$ cat src/rtl/oled_page_frame_streamer_macros.svh
// Assertion helpers; build with ASSERT_OFF defined to drop them.
`ifndef OLED_PAGE_FRAME_STREAMER_MACROS_SVH
`define OLED_PAGE_FRAME_STREAMER_MACROS_SVH

`ifndef ASSERT_OFF

// Property checked on every rising clk_i edge outside reset.
`define ASSERT_IMPL(lbl, prop, msg) \
  lbl: assert property (@(posedge clk_i) disable iff (!rst_ni) prop) else $error(msg);

// Condition that must never hold.
`define ASSERT_NEVER(lbl, cond, msg) \
  lbl: assert property (@(posedge clk_i) disable iff (!rst_ni) !(cond)) else $error(msg);

`else

`define ASSERT_IMPL(lbl, prop, msg)
`define ASSERT_NEVER(lbl, cond, msg)

`endif

`endif

$ cat src/rtl/opfs_pkg.sv
package opfs_pkg;

  localparam int unsigned DEF_FRAME_WIDTH = 128;
  localparam int unsigned DEF_PAGE_COUNT  = 8;

  // Fixed field widths
  localparam int unsigned IN_W        = 16;
  localparam int unsigned COL_OFS_W   = 7;
  localparam int unsigned FULL_ADDR_W = 11;

  localparam int unsigned INIT_LEN   = 23;
  localparam int unsigned INIT_IDX_W = 5;

  localparam logic [7:0] PREFIX_CMD    = 8'h00;
  localparam logic [7:0] PREFIX_DATA   = 8'h40;
  localparam logic [7:0] CMD_PAGE_BASE = 8'hB0;
  localparam logic [7:0] CMD_COL_HIGH  = 8'h10;
  localparam logic [7:0] COL_OFS_RESET = 8'h02;

  typedef enum logic [1:0] {
    OP_WRITE_PIXEL = 2'd0,
    OP_REFRESH     = 2'd1,
    OP_INIT        = 2'd2,
    OP_PULL        = 2'd3
  } opcode_e;

  typedef struct packed {
    logic clear_en;
    logic accept;
    logic exec;
  } dp_cmd_t;

  typedef struct packed {
    logic clear_last;
    logic op_pull;
    logic out_blocked;
  } dp_sts_t;

  function automatic logic [7:0] init_rom_byte(input logic [INIT_IDX_W-1:0] idx);
    logic [7:0] b;
    case (idx)
      5'd0:    b = 8'hAE;
      5'd1:    b = 8'hD5;
      5'd2:    b = 8'h80;
      5'd3:    b = 8'hA8;
      5'd4:    b = 8'h3F;
      5'd5:    b = 8'hD3;
      5'd6:    b = 8'h00;
      5'd7:    b = 8'h40;
      5'd8:    b = 8'h8D;
      5'd9:    b = 8'h14;
      5'd10:   b = 8'hA1;
      5'd11:   b = 8'hC8;
      5'd12:   b = 8'hDA;
      5'd13:   b = 8'h12;
      5'd14:   b = 8'h81;
      5'd15:   b = 8'hCF;
      5'd16:   b = 8'hD9;
      5'd17:   b = 8'hF1;
      5'd18:   b = 8'hDB;
      5'd19:   b = 8'h40;
      5'd20:   b = 8'hA4;
      5'd21:   b = 8'hA6;
      5'd22:   b = 8'hAF;
      default: b = 8'h00;
    endcase
    return b;
  endfunction

endpackage

$ cat src/rtl/opfs_ctrl.sv
`include "oled_page_frame_streamer_macros.svh"

module opfs_ctrl (
  input  logic              clk_i,
  input  logic              rst_ni,
  input  logic              s_tvalid_i,
  output logic              s_tready_o,
  input  opfs_pkg::dp_sts_t sts_i,
  output opfs_pkg::dp_cmd_t cmd_o
);
  import opfs_pkg::*;

  localparam logic [1:0] ST_CLEAR = 2'd0;
  localparam logic [1:0] ST_IDLE  = 2'd1;
  localparam logic [1:0] ST_EXEC  = 2'd2;

  logic [1:0] state_q, state_d;

  always_comb begin
    state_d        = state_q;
    s_tready_o     = 1'b0;
    cmd_o.clear_en = 1'b0;
    cmd_o.accept   = 1'b0;
    cmd_o.exec     = 1'b0;
    unique case (state_q)
      ST_CLEAR: begin
        cmd_o.clear_en = 1'b1;
        if (sts_i.clear_last) state_d = ST_IDLE;
      end
      ST_IDLE: begin
        s_tready_o = 1'b1;
        if (s_tvalid_i) begin
          cmd_o.accept = 1'b1;
          state_d      = ST_EXEC;
        end
      end
      ST_EXEC: begin
        // a pull waits for room in the output register
        if (!(sts_i.op_pull && sts_i.out_blocked)) begin
          cmd_o.exec = 1'b1;
          state_d    = ST_IDLE;
        end
      end
      default: state_d = ST_CLEAR;
    endcase
  end

  always_ff @(posedge clk_i or negedge rst_ni) begin
    if (!rst_ni) begin
      state_q <= ST_CLEAR;
    end else begin
      state_q <= state_d;
    end
  end

  `ASSERT_NEVER(a_no_accept_in_clear, state_q == ST_CLEAR && s_tready_o, "ready during clear")
  `ASSERT_IMPL(a_accept_then_exec, cmd_o.accept |=> state_q == ST_EXEC, "accept not followed by exec")
  `ASSERT_IMPL(a_pull_has_room, cmd_o.exec && sts_i.op_pull |-> !sts_i.out_blocked, "pull into full output")

endmodule

$ cat config.mk
export PLATFORM = sky130hd
export DESIGN_NAME = opfs_ctrl
export DESIGN_NICKNAME = d
export VERILOG_FILES = /design/src/rtl/opfs_pkg.sv /design/src/rtl/opfs_ctrl.sv
export VERILOG_INCLUDE_DIRS = /design/src /design/src/rtl
export SDC_FILE = /design/constraint.sdc
export NUM_CORES = 1
export LEC_CHECK = 0
export ABC_CLOCK_PERIOD_IN_PS = 1050
export BUFFER_PORTS_ARGS = -buffer_cell sky130_fd_sc_hd__buf_2
export CORE_AREA = 2 2 39 41
export CTS_BUF_LIST = sky130_fd_sc_hd__clkbuf_4 sky130_fd_sc_hd__clkbuf_8
export DETAILED_ROUTE_END_ITERATION = 7
export DIE_AREA = 0 0 41 43
export GPL_TIMING_DRIVEN = 1
export HOLD_SLACK_MARGIN = 0.08
export PLACE_DENSITY = 0.35
export SLEW_MARGIN = 0
export SYNTH_ARGS = -nofsm -noshare
export SYNTH_HDL_FRONTEND = slang
export SYNTH_SLANG_ARGS = --single-unit
$ cat constraint.sdc
create_clock -name clk_i -period 1.05 [get_ports clk_i]
set_input_delay 0 -clock clk_i [delete_from_list [all_inputs] [get_ports clk_i]]
set_output_delay 0 -clock clk_i [all_outputs]
set_load 0.1 [all_outputs]
==> impl_metrics.csv <==
group,metric,value,unit
outcome,status,"finished with violations",
outcome,violations,"setup timing",
critical_path,slowest_stage,"dfrtp_2",
place,place_congestion,0.583,
critical_path,cp_cell_sequence,"and3b_4 -> buf_12",
clock_network,clk_pin_slew_worst_paths,0.03,ns
clock_network,cts_made_buffers,3,
critical_path,critPathBufInv,1,
critical_path,path_delay_family,"flip-flops",
synth,synth-compound-area-share,0.211,
clock_network,clock-sinks,2,
timing,slew_headroom,0.872,
synth,yosys_warnings,0,
timing,hold_viol_final,0,
critical_path,cp_data_arrival_time,1.15,ns
critical_path,cp_slowest_stage_delay,0.43,ns
final_layout,reg.largest.list,"state_q (2)",
die,ios,10,
final_layout,final_util,0.250,
route,ant_nets,0,
synth,yosys-top-cells-area,"dfrtp_1, and3_2, and3b_1, o32ai_1, a21o_1",
route,viasPerCell,3.66,
global_routing,grt_max_degree,6,
timing,worst_pin_slew,0.192,ns
die,dieArea,1760,µm²
timing,period_share,1.10,
timing,fmax,869,MHz
route,via_count,172,
synth,synth_top_family_by_area,"simple AND/OR/NAND/NOR gates",
flow_run,cap_viol_max_count,0,
route,drcViolationCount,0,
timing,slew_violations,0,
final_layout,largest_register_ffs,2,
synth,syn-num-nets,18,
final_layout,largest_register,"state_q",
clock_network,clock_path_buffers,2,
place,placed_area,258,µm²
final_layout,fillers,145,
route,wl,410,µm
synth,seq_area_frac_synth,0.444,
final_layout,drive_gt1_frac,0.806,
route,drt_pass1_iterations,1,
final_layout,n_antenna_cell,0,
global_routing,grt_antenna_before_repair,0,
global_routing,grt_first_pass_wirelength,696,µm
critical_path,rr_endpoint,"state_q[1]$_DFFE_PN0P_",
timing,rsz0062_at_grt,"yes",
critical_path,startpoint_type,"flip-flop",
timing,period_minus_slack,1.15,ns
place,numPortBuffers,9,
clock_network,cts_tree,"done",
die,start_util,0.0814,
synth,synthAdderAreaFrac,0,
synth,syn_area_per_cell,9.38,µm²
final_layout,final_cell_area,345,µm²
timing,setup_viol,3,
die,die_height,43,µm
critical_path,r2r_slack,0.01,ns
route,drtIter0Drc,0,
global_routing,grt.total_usage,0.0683,
critical_path,timing.rr.start,"state_q[1]$_DFFE_PN0P_",
clock_network,cts_root_buf,"clkbuf_4",
synth,synth_top_cell_by_area,"dfrtp_1",
critical_path,crit_type,"flip-flop to primary output",
route,avgRoutedWirePerCell,8.72,µm
die,core,1380,µm²
critical_path,cp_max_fo,5,
min_path,holdCritStartpoint,"sts_i[2]",
synth,netlist_instances,12,
clock_network,h-tree-depth,1,
timing,finClkSkew,0.00615,ns
synth,synth_simple_gate_area_frac,0.311,
critical_path,worstPathRequired,1.05,ns
synth,synthMuxAreaShare,0,
global_routing,overflow,0,
min_path,hold_depth,3,
synth,synth-xor-area-share,0,
global_routing,grt_pass1_vias,175,
final_layout,syn_to_final_growth,207,%
synth,ys_ff_latch,2,
synth,ys_types,9,
synth,synth.cell_area,113,µm²
synth,synth_top_area_frac,0.444,
timing,fin_ws,-0.100,ns
critical_path,end_kind,"primary output",
critical_path,reg2reg_depth,3,
clock_network,worstSkewPairLatency,0.22,ns
min_path,holdPathEnd,"state_q[0]$_DFFE_PN0P_",
min_path,min_path_type,"input port to flip-flop",
final_layout,layout.nets,38,
die,die_x,41,µm
die,row_count,14,
## worst max-delay path by stage
| stage | from | endpoint | slack (ns) | depth (start not counted) |
|---|---|---|---|---|
| CTS | state_q[1]$_DFFE_PN0P_ | cmd_o[1] | -0.11 | 2 |
| floorplan | state_q[1]$_DFFE_PN0P_ | state_q[1]$_DFFE_PN0P_ | -0.11 | 2 |
| global placement | state_q[0]$_DFFE_PN0P_ | cmd_o[0] | 0.1 | 3 |
| global route | state_q[1]$_DFFE_PN0P_ | cmd_o[1] | -0.14 | 2 |
| detailed placement | state_q[0]$_DFFE_PN0P_ | cmd_o[0] | 0.08 | 3 |
| finish | state_q[1]$_DFFE_PN0P_ | cmd_o[1] | -0.10 | 2 |
## per-layer routing
metal / track usage / vias to the layer above / wire length (µm)
li1: - / 83 / -
met1: 0.0547 / 77 / 138
met2: 0.0938 / 10 / 207
met3: 0.0471 / 2 / 54
met4: 0.0800 / 0 / 10
met5: 0 / - / 0
## through the flow
step / cells / hold WS (ns) / setup WS, ns / setup TNS [ns]
4_1_cts: 46 / 0.0827 / -0.113 / -0.264
3_3_place_gp: 37 / -0.211 / 0.0976 / 0
2_1_floorplan: 12 / -0.296 / -0.109 / -0.123
6_report: 47 / 0.0741 / -0.100 / -0.218
3_5_place_dp: 37 / -0.207 / 0.0752 / 0
5_1_grt: 47 / 0.0887 / -0.136 / -0.370
## placed cells by master, fill, tap and decap left out, drive strengths merged
master and count:
a21o 1, and3 2, and3b 1, buf 13, clkbuf 4, dfrtp 2
dlygate4sd3 2, inv 1, nand2 1, nor2 2, o21bai 1, o32ai 1
## cell type report
cell class / count / area [µm²] / share of cell area
clock buffer: 4 / 30.0 / 0.0870
multi-input combinational: 9 / 85.1 / 0.246
inverter: 1 / 3.75 / 0.0109
tap: 16 / 20.0 / 0.0580
sequential: 2 / 51.3 / 0.149
timing repair buffer: 15 / 155 / 0.449
## logic make-up (layout without fill, tap and decap cells)
family	Yosys count	after routing
flip-flops	2	2
AO/OA/AOI/OAI	3	3
AND/OR/NAND/NOR	6	6
buffers and inverters	1	20
## synthesized netlist by cell type, drive strengths merged
| master | count |
|---|---|
| a21o | 1 |
| and3 | 2 |
| and3b | 1 |
| dfrtp | 2 |
| inv | 1 |
| nand2 | 1 |
| nor2 | 2 |
| o21bai | 1 |
| o32ai | 1 |
## worst min-delay path: cells and delay by family
family                 cells  cell delay [ns]
buffers and inverters      1             0.08
AOI/OAI and AO/OA          2             0.16
## repair_timing
action                                  CTS  global route
endpoints found under the setup margin    3             4
setup buffers                             3             1
pin swaps                                 0             1
hold buffers                              2             0
hold endpoints to repair                  3             0
gates resized for setup                   1             1
Power is not shown: default switching activity piles up to over one toggle a cycle in this logic, so the estimate is an artifact.
